File: src/hdl/ast_pkg.sv
// ----------------------------------------------------------------------------
// ast_pkg - shared types and constants of the assembly source tokenizer
// Scan modes, token kind codes, character codes and character class helpers.
// ----------------------------------------------------------------------------
`default_nettype none
package ast_pkg;

	typedef enum logic [3:0] {
		M_IDLE, M_WORD, M_NUMBER, M_COMMENT, M_STRING, M_DIRECTIVE, M_DOT_PEND,
		M_AT_PEND, M_AT_WORD, M_PCT_PEND, M_PCT_WORD, M_HASH_PEND, M_HASH_WORD
	} mode_t;

	localparam logic [3:0] K_NEWLINE   = 4'd0;
	localparam logic [3:0] K_SEPARATOR = 4'd1;
	localparam logic [3:0] K_WORD      = 4'd2;
	localparam logic [3:0] K_REFERENCE = 4'd3;
	localparam logic [3:0] K_NUMBER    = 4'd4;
	localparam logic [3:0] K_COMMENT   = 4'd5;
	localparam logic [3:0] K_STRING    = 4'd6;
	localparam logic [3:0] K_SYMBOL    = 4'd7;
	localparam logic [3:0] K_COLON     = 4'd8;
	localparam logic [3:0] K_COMMA     = 4'd9;
	localparam logic [3:0] K_DOT       = 4'd10;
	localparam logic [3:0] K_DIRECTIVE = 4'd11;
	localparam logic [3:0] K_PERCENT   = 4'd12;
	localparam logic [3:0] K_END       = 4'd13;
	localparam logic [3:0] K_UNKNOWN   = 4'd14;

	localparam logic [7:0] C_EOS   = 8'h00;
	localparam logic [7:0] C_NL    = 8'h0a;
	localparam logic [7:0] C_UNDER = 8'h5f;
	localparam logic [7:0] C_MINUS = 8'h2d;
	localparam logic [7:0] C_SEMI  = 8'h3b;
	localparam logic [7:0] C_COLON = 8'h3a;
	localparam logic [7:0] C_COMMA = 8'h2c;
	localparam logic [7:0] C_DOT   = 8'h2e;
	localparam logic [7:0] C_AT    = 8'h40;
	localparam logic [7:0] C_PCT   = 8'h25;
	localparam logic [7:0] C_HASH  = 8'h23;
	localparam logic [7:0] C_X     = 8'h78;
	localparam logic [7:0] C_QUOTE = 8'h22;

	function automatic logic is_alpha(input logic [7:0] c);
		return (c >= 8'h61 && c <= 8'h7a) || (c >= 8'h41 && c <= 8'h5a);
	endfunction

	function automatic logic is_digit(input logic [7:0] c);
		return c >= 8'h30 && c <= 8'h39;
	endfunction

	function automatic logic is_xdigit(input logic [7:0] c);
		return is_digit(c) || (c >= 8'h61 && c <= 8'h66) || (c >= 8'h41 && c <= 8'h46);
	endfunction

	function automatic logic is_wordc(input logic [7:0] c);
		return is_alpha(c) || is_digit(c) || c == C_UNDER;
	endfunction

	function automatic logic is_space(input logic [7:0] c);
		return c == 8'h20 || (c >= 8'h09 && c <= 8'h0d);
	endfunction

	function automatic logic is_symbol(input logic [7:0] c);
		return c == 8'h5b || c == 8'h5d || c == 8'h28 || c == 8'h29 || c == 8'h2b ||
			c == 8'h7b || c == 8'h7d;
	endfunction

endpackage
`default_nettype wire

File: src/hdl/ast_front.sv
// ----------------------------------------------------------------------------
// ast_front - scanner front end
// Accepts one source byte per cycle while take is high, updates the scan state
// and classifies the byte into zero, one or two result records for the queue.
// ----------------------------------------------------------------------------
`default_nettype none
module ast_front #(
	parameter int OFFSET_BITS = 20,
	parameter int LINE_BITS = 16,
	localparam int RW = 4 + 2 * OFFSET_BITS + 1 + 2 * LINE_BITS + 1
) (
	input  wire logic          clk,
	input  wire logic          arst_n,
	input  wire logic          take,
	input  wire logic [7:0]    b,
	output logic               v0,
	output logic               v1,
	output logic [RW-1:0]      r0,
	output logic [RW-1:0]      r1
);
	import ast_pkg::*;

	localparam int OB = OFFSET_BITS;
	localparam int LB = LINE_BITS;

	mode_t           mode_q, nmode;
	logic [OB-1:0]   start_q, nstart, pos_q, npos, pos_adv;
	logic [LB-1:0]   line_q, nline, line_adv, col_q, ncol, col_adv, pcol_q, npcol;
	logic            sep_q, nsep;

	logic            va, vb, cont;
	logic [3:0]      ka, kb;
	logic [OB-1:0]   sa, sb;
	logic [OB:0]     ea, eb;
	logic [LB-1:0]   ca, cb, le;

	function automatic logic [RW-1:0] pack(input logic [3:0] k, input logic [OB-1:0] s,
		input logic [OB:0] e, input logic [LB-1:0] l, input logic [LB-1:0] c,
		input logic last);
		return {k, s, e, l, c, last};
	endfunction

	always_comb begin
		pos_adv  = (&pos_q) ? pos_q : pos_q + 1'b1;
		line_adv = (b == C_NL) ? ((&line_q) ? line_q : line_q + 1'b1) : line_q;
		col_adv  = (b == C_NL) ? '0 : ((&col_q) ? col_q : col_q + 1'b1);

		nmode = mode_q; nstart = start_q; npos = pos_q; nline = line_q; ncol = col_q;
		nsep = sep_q; npcol = pcol_q;
		va = 1'b0; vb = 1'b0; cont = 1'b0;
		ka = K_WORD; sa = start_q; ea = {1'b0, pos_q}; ca = col_q;
		kb = K_UNKNOWN; sb = pos_q; eb = {1'b0, pos_q} + 1'b1; cb = col_q;
		le = line_q;

		// continuation test for open tokens
		unique case (mode_q)
			M_WORD, M_DIRECTIVE, M_AT_WORD, M_PCT_WORD: cont = is_wordc(b);
			M_NUMBER: cont = is_xdigit(b) || b == C_X;
			M_HASH_WORD: cont = is_digit(b);
			M_COMMENT: cont = (b != C_NL);
			M_DOT_PEND: if (is_alpha(b)) begin nmode = M_DIRECTIVE; cont = 1'b1; end
			M_AT_PEND: if (is_alpha(b)) begin nmode = M_AT_WORD; cont = 1'b1; end
			M_PCT_PEND: if (is_alpha(b)) begin nmode = M_PCT_WORD; cont = 1'b1; end
			M_HASH_PEND: if (is_digit(b)) begin nmode = M_HASH_WORD; cont = 1'b1; end
			default: cont = 1'b0;
		endcase

		if (b == C_EOS || !(cont || mode_q == M_STRING)) begin
			// close the open token
			va = 1'b1;
			unique case (mode_q)
				M_WORD: ka = (b == C_COLON) ? K_REFERENCE : K_WORD;
				M_NUMBER: ka = K_NUMBER;
				M_COMMENT: ka = K_COMMENT;
				M_STRING: ka = K_STRING;
				M_DIRECTIVE: ka = K_DIRECTIVE;
				M_AT_WORD, M_HASH_WORD: ka = K_WORD;
				M_PCT_WORD: ka = K_PERCENT;
				M_DOT_PEND: begin
					ka = K_DOT; ea = {1'b0, start_q} + 1'b1; ca = '0;
				end
				M_AT_PEND, M_PCT_PEND, M_HASH_PEND: begin
					ka = K_UNKNOWN; ea = {1'b0, start_q} + 1'b1; ca = pcol_q;
				end
				default: va = 1'b0;
			endcase
			if (mode_q != M_IDLE) nsep = 1'b0;
			nmode = M_IDLE;
		end

		if (b == C_EOS) begin
			vb = 1'b1; kb = K_END; eb = {1'b0, pos_q};
			nmode = M_IDLE; nstart = '0; npos = '0; nline = LB'(1); ncol = '0;
			nsep = 1'b0; npcol = '0;
		end else if (mode_q == M_STRING) begin
			npos = pos_adv; nline = line_adv; ncol = col_adv;
			if (b == C_QUOTE) begin
				va = 1'b1; ka = K_STRING; sa = start_q; ea = {1'b0, pos_adv};
				ca = col_adv; le = line_adv; nmode = M_IDLE; nsep = 1'b0;
			end
		end else if (cont) begin
			npos = pos_adv; nline = line_adv; ncol = col_adv;
		end else begin
			npos = pos_adv; nline = line_adv; ncol = col_adv;
			priority if (b == C_NL) begin
				vb = 1'b1; kb = K_NEWLINE;
			end else if (is_space(b)) begin
				if (!nsep) begin
					nsep = 1'b1; vb = 1'b1; kb = K_SEPARATOR;
				end
			end else if (is_alpha(b) || b == C_UNDER) begin
				nmode = M_WORD; nstart = pos_q; npcol = col_q;
			end else if (is_digit(b) || b == C_MINUS) begin
				nmode = M_NUMBER; nstart = pos_q; npcol = col_q;
			end else if (b == C_SEMI) begin
				nmode = M_COMMENT; nstart = pos_q; npcol = col_q;
			end else if (b == C_QUOTE) begin
				nmode = M_STRING; nstart = pos_q; npcol = col_q;
			end else if (is_symbol(b)) begin
				vb = 1'b1; kb = K_SYMBOL;
			end else if (b == C_COLON) begin
				vb = 1'b1; kb = K_COLON; nsep = 1'b0;
			end else if (b == C_COMMA) begin
				vb = 1'b1; kb = K_COMMA; nsep = 1'b1;
			end else if (b == C_DOT) begin
				if (col_q == '0) begin
					nmode = M_DOT_PEND; nstart = pos_q; npcol = col_q;
				end else begin
					vb = 1'b1; kb = K_DOT;
				end
				nsep = 1'b0;
			end else if (b == C_AT) begin
				nmode = M_AT_PEND; nstart = pos_q; npcol = col_q; nsep = 1'b0;
			end else if (b == C_PCT) begin
				nmode = M_PCT_PEND; nstart = pos_q; npcol = col_q; nsep = 1'b0;
			end else if (b == C_HASH) begin
				nmode = M_HASH_PEND; nstart = pos_q; npcol = col_q; nsep = 1'b0;
			end else begin
				vb = 1'b1; kb = K_UNKNOWN; nsep = 1'b0;
			end
		end

		// pack into queue slots, last flag on the final record of this byte
		v0 = take && (va || vb);
		v1 = take && va && vb;
		if (va)
			r0 = pack(ka, sa, ea, le, ca, !vb);
		else
			r0 = pack(kb, sb, eb, le, cb, 1'b1);
		r1 = pack(kb, sb, eb, le, cb, 1'b1);
	end

	always_ff @(posedge clk or negedge arst_n) begin
		if (!arst_n) begin
			mode_q <= M_IDLE; start_q <= '0; pos_q <= '0; line_q <= LB'(1);
			col_q <= '0; sep_q <= 1'b0; pcol_q <= '0;
		end else if (take) begin
			mode_q <= nmode; start_q <= nstart; pos_q <= npos; line_q <= nline;
			col_q <= ncol; sep_q <= nsep; pcol_q <= npcol;
		end
	end

endmodule
`default_nettype wire

File: src/hdl/ast_queue.sv
// ----------------------------------------------------------------------------
// ast_queue - result queue
// Four-entry queue: takes up to two records a cycle, hands out one on pop.
// ----------------------------------------------------------------------------
`default_nettype none
module ast_queue #(
	parameter int RW = 8
) (
	input  wire logic          clk,
	input  wire logic          arst_n,
	input  wire logic          v0,
	input  wire logic          v1,
	input  wire logic [RW-1:0] r0,
	input  wire logic [RW-1:0] r1,
	output logic               room2,
	output logic               nonempty,
	input  wire logic          pop,
	output logic [RW-1:0]      head
);
	logic [RW-1:0] mem_q [4];
	logic [1:0]    wr_q, rd_q;
	logic [2:0]    cnt_q;
	logic          do_pop;

	assign room2    = cnt_q <= 3'd2;
	assign nonempty = cnt_q != 3'd0;
	assign head     = mem_q[rd_q];
	assign do_pop   = pop && nonempty;

	always_ff @(posedge clk) begin
		if (v0) mem_q[wr_q] <= r0;
		if (v1) mem_q[wr_q + 2'd1] <= r1;
	end

	always_ff @(posedge clk or negedge arst_n) begin
		if (!arst_n) begin
			wr_q <= '0; rd_q <= '0; cnt_q <= '0;
		end else begin
			wr_q  <= wr_q + {1'b0, v0} + {1'b0, v1};
			rd_q  <= rd_q + {1'b0, do_pop};
			cnt_q <= cnt_q + {2'b0, v0} + {2'b0, v1} - {2'b0, do_pop};
		end
	end

endmodule
`default_nettype wire

File: src/hdl/ast_back.sv
// ----------------------------------------------------------------------------
// ast_back - output stage
// Output register that draws records from the queue and holds them while
// the receiver stalls.
// ----------------------------------------------------------------------------
`default_nettype none
module ast_back #(
	parameter int RW = 8
) (
	input  wire logic          clk,
	input  wire logic          arst_n,
	input  wire logic          nonempty,
	input  wire logic [RW-1:0] head,
	output logic               pop,
	input  wire logic          out_stall,
	output logic               out_valid,
	output logic [RW-1:0]      rec
);
	logic          valid_q;
	logic [RW-1:0] rec_q;

	assign pop       = nonempty && (!valid_q || !out_stall);
	assign out_valid = valid_q;
	assign rec       = rec_q;

	always_ff @(posedge clk or negedge arst_n) begin
		if (!arst_n) begin
			valid_q <= 1'b0;
		end else if (!valid_q || !out_stall) begin
			valid_q <= nonempty;
		end
	end

	always_ff @(posedge clk) begin
		if (pop) rec_q <= head;
	end

endmodule
`default_nettype wire

File: src/hdl/assembly_source_tokenizer.sv
// ----------------------------------------------------------------------------
// assembly_source_tokenizer - streaming lexer for assembly source
// Cuts a byte stream into tokens with kind, offsets, line, column and file.
// ----------------------------------------------------------------------------
//  channel  | signals                                  | direction
//  ---------+------------------------------------------+----------
//  input    | in_valid, in_stall, source_byte          | in
//  output   | out_valid, out_stall, token fields       | out
//  config   | file_number_we, file_number              | in
//
// one byte is taken per cycle while in_stall is low; scan state is registered.
// a byte gives up to two tokens; the output drains one token per cycle while
// out_stall is low, and a four-entry queue absorbs the surplus.
// in_stall rises when the queue has room for fewer than two tokens.
// reset is asynchronous and clears the scan state and the queue.
// ----------------------------------------------------------------------------
`default_nettype none
module assembly_source_tokenizer #(
	parameter int OFFSET_BITS = 20,
	parameter int LINE_BITS = 16
) (
	input  wire logic                   clk,
	input  wire logic                   arst_n,
	input  wire logic                   file_number_we,
	input  wire logic [15:0]            file_number,
	input  wire logic                   in_valid,
	output logic                        in_stall,
	input  wire logic [7:0]             source_byte,
	output logic                        out_valid,
	input  wire logic                   out_stall,
	output logic [3:0]                  token_kind,
	output logic [OFFSET_BITS-1:0]      start_offset,
	output logic [OFFSET_BITS:0]        end_offset,
	output logic [LINE_BITS-1:0]        line_number,
	output logic [LINE_BITS-1:0]        column_number,
	output logic [15:0]                 file_tag,
	output logic                        last_of_run
);
	localparam int RW = 4 + 2 * OFFSET_BITS + 1 + 2 * LINE_BITS + 1;

	logic          take, v0, v1, room2, nonempty, pop;
	logic [RW-1:0] r0, r1, head, rec;
	logic [15:0]   file_q;

	assign in_stall = !room2;
	assign take     = in_valid && room2;

	always_ff @(posedge clk or negedge arst_n) begin
		if (!arst_n) file_q <= '0;
		else if (file_number_we) file_q <= file_number;
	end

	ast_front #(.OFFSET_BITS(OFFSET_BITS), .LINE_BITS(LINE_BITS)) u_front (
		.clk(clk), .arst_n(arst_n), .take(take), .b(source_byte),
		.v0(v0), .v1(v1), .r0(r0), .r1(r1)
	);

	ast_queue #(.RW(RW)) u_queue (
		.clk(clk), .arst_n(arst_n), .v0(v0), .v1(v1), .r0(r0), .r1(r1),
		.room2(room2), .nonempty(nonempty), .pop(pop), .head(head)
	);

	ast_back #(.RW(RW)) u_back (
		.clk(clk), .arst_n(arst_n), .nonempty(nonempty), .head(head), .pop(pop),
		.out_stall(out_stall), .out_valid(out_valid), .rec(rec)
	);

	assign {token_kind, start_offset, end_offset, line_number, column_number,
		last_of_run} = rec;
	assign file_tag = file_q;

endmodule
`default_nettype wire
File: config.mk
export PLATFORM = sky130hd
export DESIGN_NAME = assembly_source_tokenizer
export DESIGN_NICKNAME = d
export VERILOG_FILES = /design/src/hdl/ast_pkg.sv /design/src/hdl/ast_front.sv /design/src/hdl/ast_queue.sv /design/src/hdl/ast_back.sv /design/src/hdl/assembly_source_tokenizer.sv
export SDC_FILE = /design/constraint.sdc
export NUM_CORES = 1
export LEC_CHECK = 0
export ABC_AREA = 1
export BUFFER_PORTS_ARGS = -buffer_cell sky130_fd_sc_hd__buf_2
export CORE_UTILIZATION = 50
export CTS_BUF_LIST = sky130_fd_sc_hd__clkbuf_8
export CTS_CLUSTER_DIAMETER = 40
export CTS_CLUSTER_SIZE = 14
export DETAILED_ROUTE_END_ITERATION = 8
export PLACE_DENSITY = 0.67
export SYNTH_ARGS = -nofsm -noshare
export SYNTH_HDL_FRONTEND = slang
export SYNTH_SLANG_ARGS = --single-unit
File: constraint.sdc
create_clock -name clk -period 9.1 [get_ports clk]
set_input_delay 0 -clock clk [delete_from_list [all_inputs] [get_ports clk]]
set_output_delay 0 -clock clk [all_outputs]
set_load 0.01 [all_outputs]
==> impl_metrics.toml <==
[cts]
cts_hold_buffers = 35
clk-insertion-delay-late_ns = 0.69
post-cts-setup-buffer-count = 0
clk_buf_depth = 3
cts.repair.resized = 0
cts_num_sinks = 507
cts.root.buffer_cell = "clkbuf_8"
clkTransAtPathRegs_ns = 0.08
tritoncts = "built"
cts_made_buffers = 76
cts_htree_levels = 3

[cells_and_area]
syn_to_final_growth_pct = 10.3
final_layout_size_suffix_gt1_frac = 0.113
stdcell_count = 3837
final_net_count = 3138
stdcell_area_um2 = 29000

[pwr]
peak_supply_drop_mv = 0.182
power.density_nw_per_um2 = 294
cellLeakagePower_nw = 11.8

[floorplan]
initial_core_util = 0.509
ioPinCount = 125
fp-row-count = 83
chipWidth_um = 231
die_h_um = 231
die-area_um2 = 53500
core_region_area_um2 = 51600

[run_status]
status = "finished clean"

[synth]
netlist_top_cells_area = "edfxtp_1 44%, nand2_1 15%, dfrtp_1 11%"
synth_enable_flop_cells = 386
synth_nets = 3069
synth.cells.most_frequent = "1033 x nand2_1, 386 x edfxtp_1, 288 x o21ai_0, 275 x nor2_1, 165 x inv_1"
netlist.area_leader.share = 0.441
post_synthesis_async_set_or_reset_flop_share = 0.231
postSynthRegisterBits = 507
yosysWarnings = 0
synth_cell_types = 54
synthCells = 3028
syn_area_per_cell_um2 = 8.68
synthesis.area_um2 = 26300
synthDominantAreaCellType = "edfxtp_1"
ys_seq_area_frac = 0.555
ys_dominant_reg_cell = "edfxtp_1"
count_leader_synth = "nand2_1"

[route]
remaining_drc_errors = 0
detailedRoute.firstPassIterationCount = 6
num_vias = 22200
route.final.wire_length_mm = 77.2
final_antenna_net_count = 0
routedWlPerCell_um = 20.1
dr.first_iter.drc_count = 2526
route.detailed.vias_per_inst = 5.78

[place]
portBuffers = 124
placed_cell_area_um2 = 27000
detailedPlacementHpwl_mm = 47.9
post-place-cells = 3664
gp_congestion = 0.946

[sta]
totalNegativeSetupSlack_ns = 0
timing.slew.headroom = 0.202
max_freq_mhz = 189
fin_skew_ns = 0.0410
report.final.setup_viol = 0
final.period_utilization = 0.581
hold_viol = 0
max_slew.worst_pin.slew_ns = 1.19
setup_repair_after_global_routing_missed_its_margin = "no"
slew_violations = 0
fin_crit_ns = 5.29

[flow_run]
maxCapViolCount = 0

[critical_path]
worst_setup_path_start_kind = "register"
worstSetupPathType = "register to register"
required_ns = 9.39
crit_path_max_fanout = 49
critical_path_arrival_ns = 5.58
element_type_at_the_critical_path_end = "register"

[grt]
grt_pass1_vias = 21000
grt-ovfl-total = 0
grt_first_pass_wirelength_mm = 120
grt_max_degree = 90
grt_util_all_layers = 0.291
grt_antenna_before_repair = 2

[worst_hold_path]
min-delay-path-class = "input pin to asynchronous set/reset pin"
## cells by family after synthesis
kind of cell               after synthesis  synth area share
xor gates and xnor gates                41            0.0137
muxes                                   16           0.00685
adders and majority gates               12           0.00657
AOI/OAI and AO/OA                      585             0.124
buffers and inverters                  377            0.0631
and+or+nand+nor                       1490             0.231
DFF                                    507             0.555
## placed cells by master, fill, tap and decap left out, types with 88 or more instances in the layout
cell      Yosys  final
nand3_1      88     88
dfrtp_1     116    114
a21oi_1     107    107
buf_2        25    123
nor2_1      275    274
o21ai_0     288    288
nand2_1    1033   1029
inv_1       165    166
o22ai_1     119    119
edfxtp_1    386    386
## cell type report
cell class | instances | area, µm²
fillers | 4534 | 22600
flip-flops and latches | 507 | 14600
multi-input cells | 2144 | 10100
repair buffers | 183 | 1150
clock buffers | 79 | 1090
well taps | 680 | 851
inverters | 185 | 702
clock inverters | 58 | 518
diodes | 1 | 2.50
## flip-flops by register name, indices dropped and copies added, names as in the netlist, 3 cells and up
register,flops
u_queue.mem_q,312
u_back.rec,78
u_front.pos_q,20
u_front.start_q,20
file_tag,16
u_front.cb,16
u_front.line_q,16
u_front.pcol_q,16
u_front.mode_q,4
u_queue.cnt_q,3
## report_power, final
group	switching [mW]	internal, mW
combinational	2.17	0.792
clock	1.03	0.954
sequential	0.420	3.17
## path summary, 6_finish.rpt
path,from,to,slack (ns),cells after the start
max in group asynchronous,arst_n,u_front.pcol_q[15],7.74,3
worst min register to register,u_queue.mem_q[1][0],u_queue.mem_q[1][0],0.47,2
worst max-delay path,u_front.mode_q[0],u_queue.mem_q[1][36],3.81,17
min in group clk,source_byte[7],u_front.mode_q[0],0.07,8
worst max register to register,u_front.mode_q[0],u_queue.mem_q[1][36],3.81,17
worst min-delay path,arst_n,u_front.cb[10],0.05,2
## stage by stage
stage                     hold slack, ns  setup slack [ns]  power (mW)  utilization
after floorplan                   -0.296              2.69        5.48            -
after global placement             0.227              3.72        6.46        0.524
after detailed placement           0.235              3.57        6.54        0.524
after CTS                         0.0155              3.90        8.53        0.562
after global routing              0.0880              3.44        8.99        0.562
final                             0.0529              3.81        8.53        0.562
## worst max-delay path, stage by stage (launching register included)
cell and delay [ns]:
dfrtp_1 0.50, inv_1 0.14, nand2_1 0.17, nor2_1 0.06
o21ai_1 0.10, o21ai_1 0.09, a21oi_2 0.13, nand3_2 0.12
nand2_2 0.10, nand2_2 0.27, inv_2 0.31, nand3_4 0.16
nand2_4 0.40, inv_4 0.27, nand2_4 0.21, nand3_2 0.43
nand2_4 0.64, buf_4 0.71
## per-layer routing
metal	global-route usage	part of all wire
met1	0.408	0.43
met2	0.454	0.46
met3	0.0514	0.095
met4	0.101	0.025
met5	0	0
Note: power is estimated with default switching activity, not from simulation.
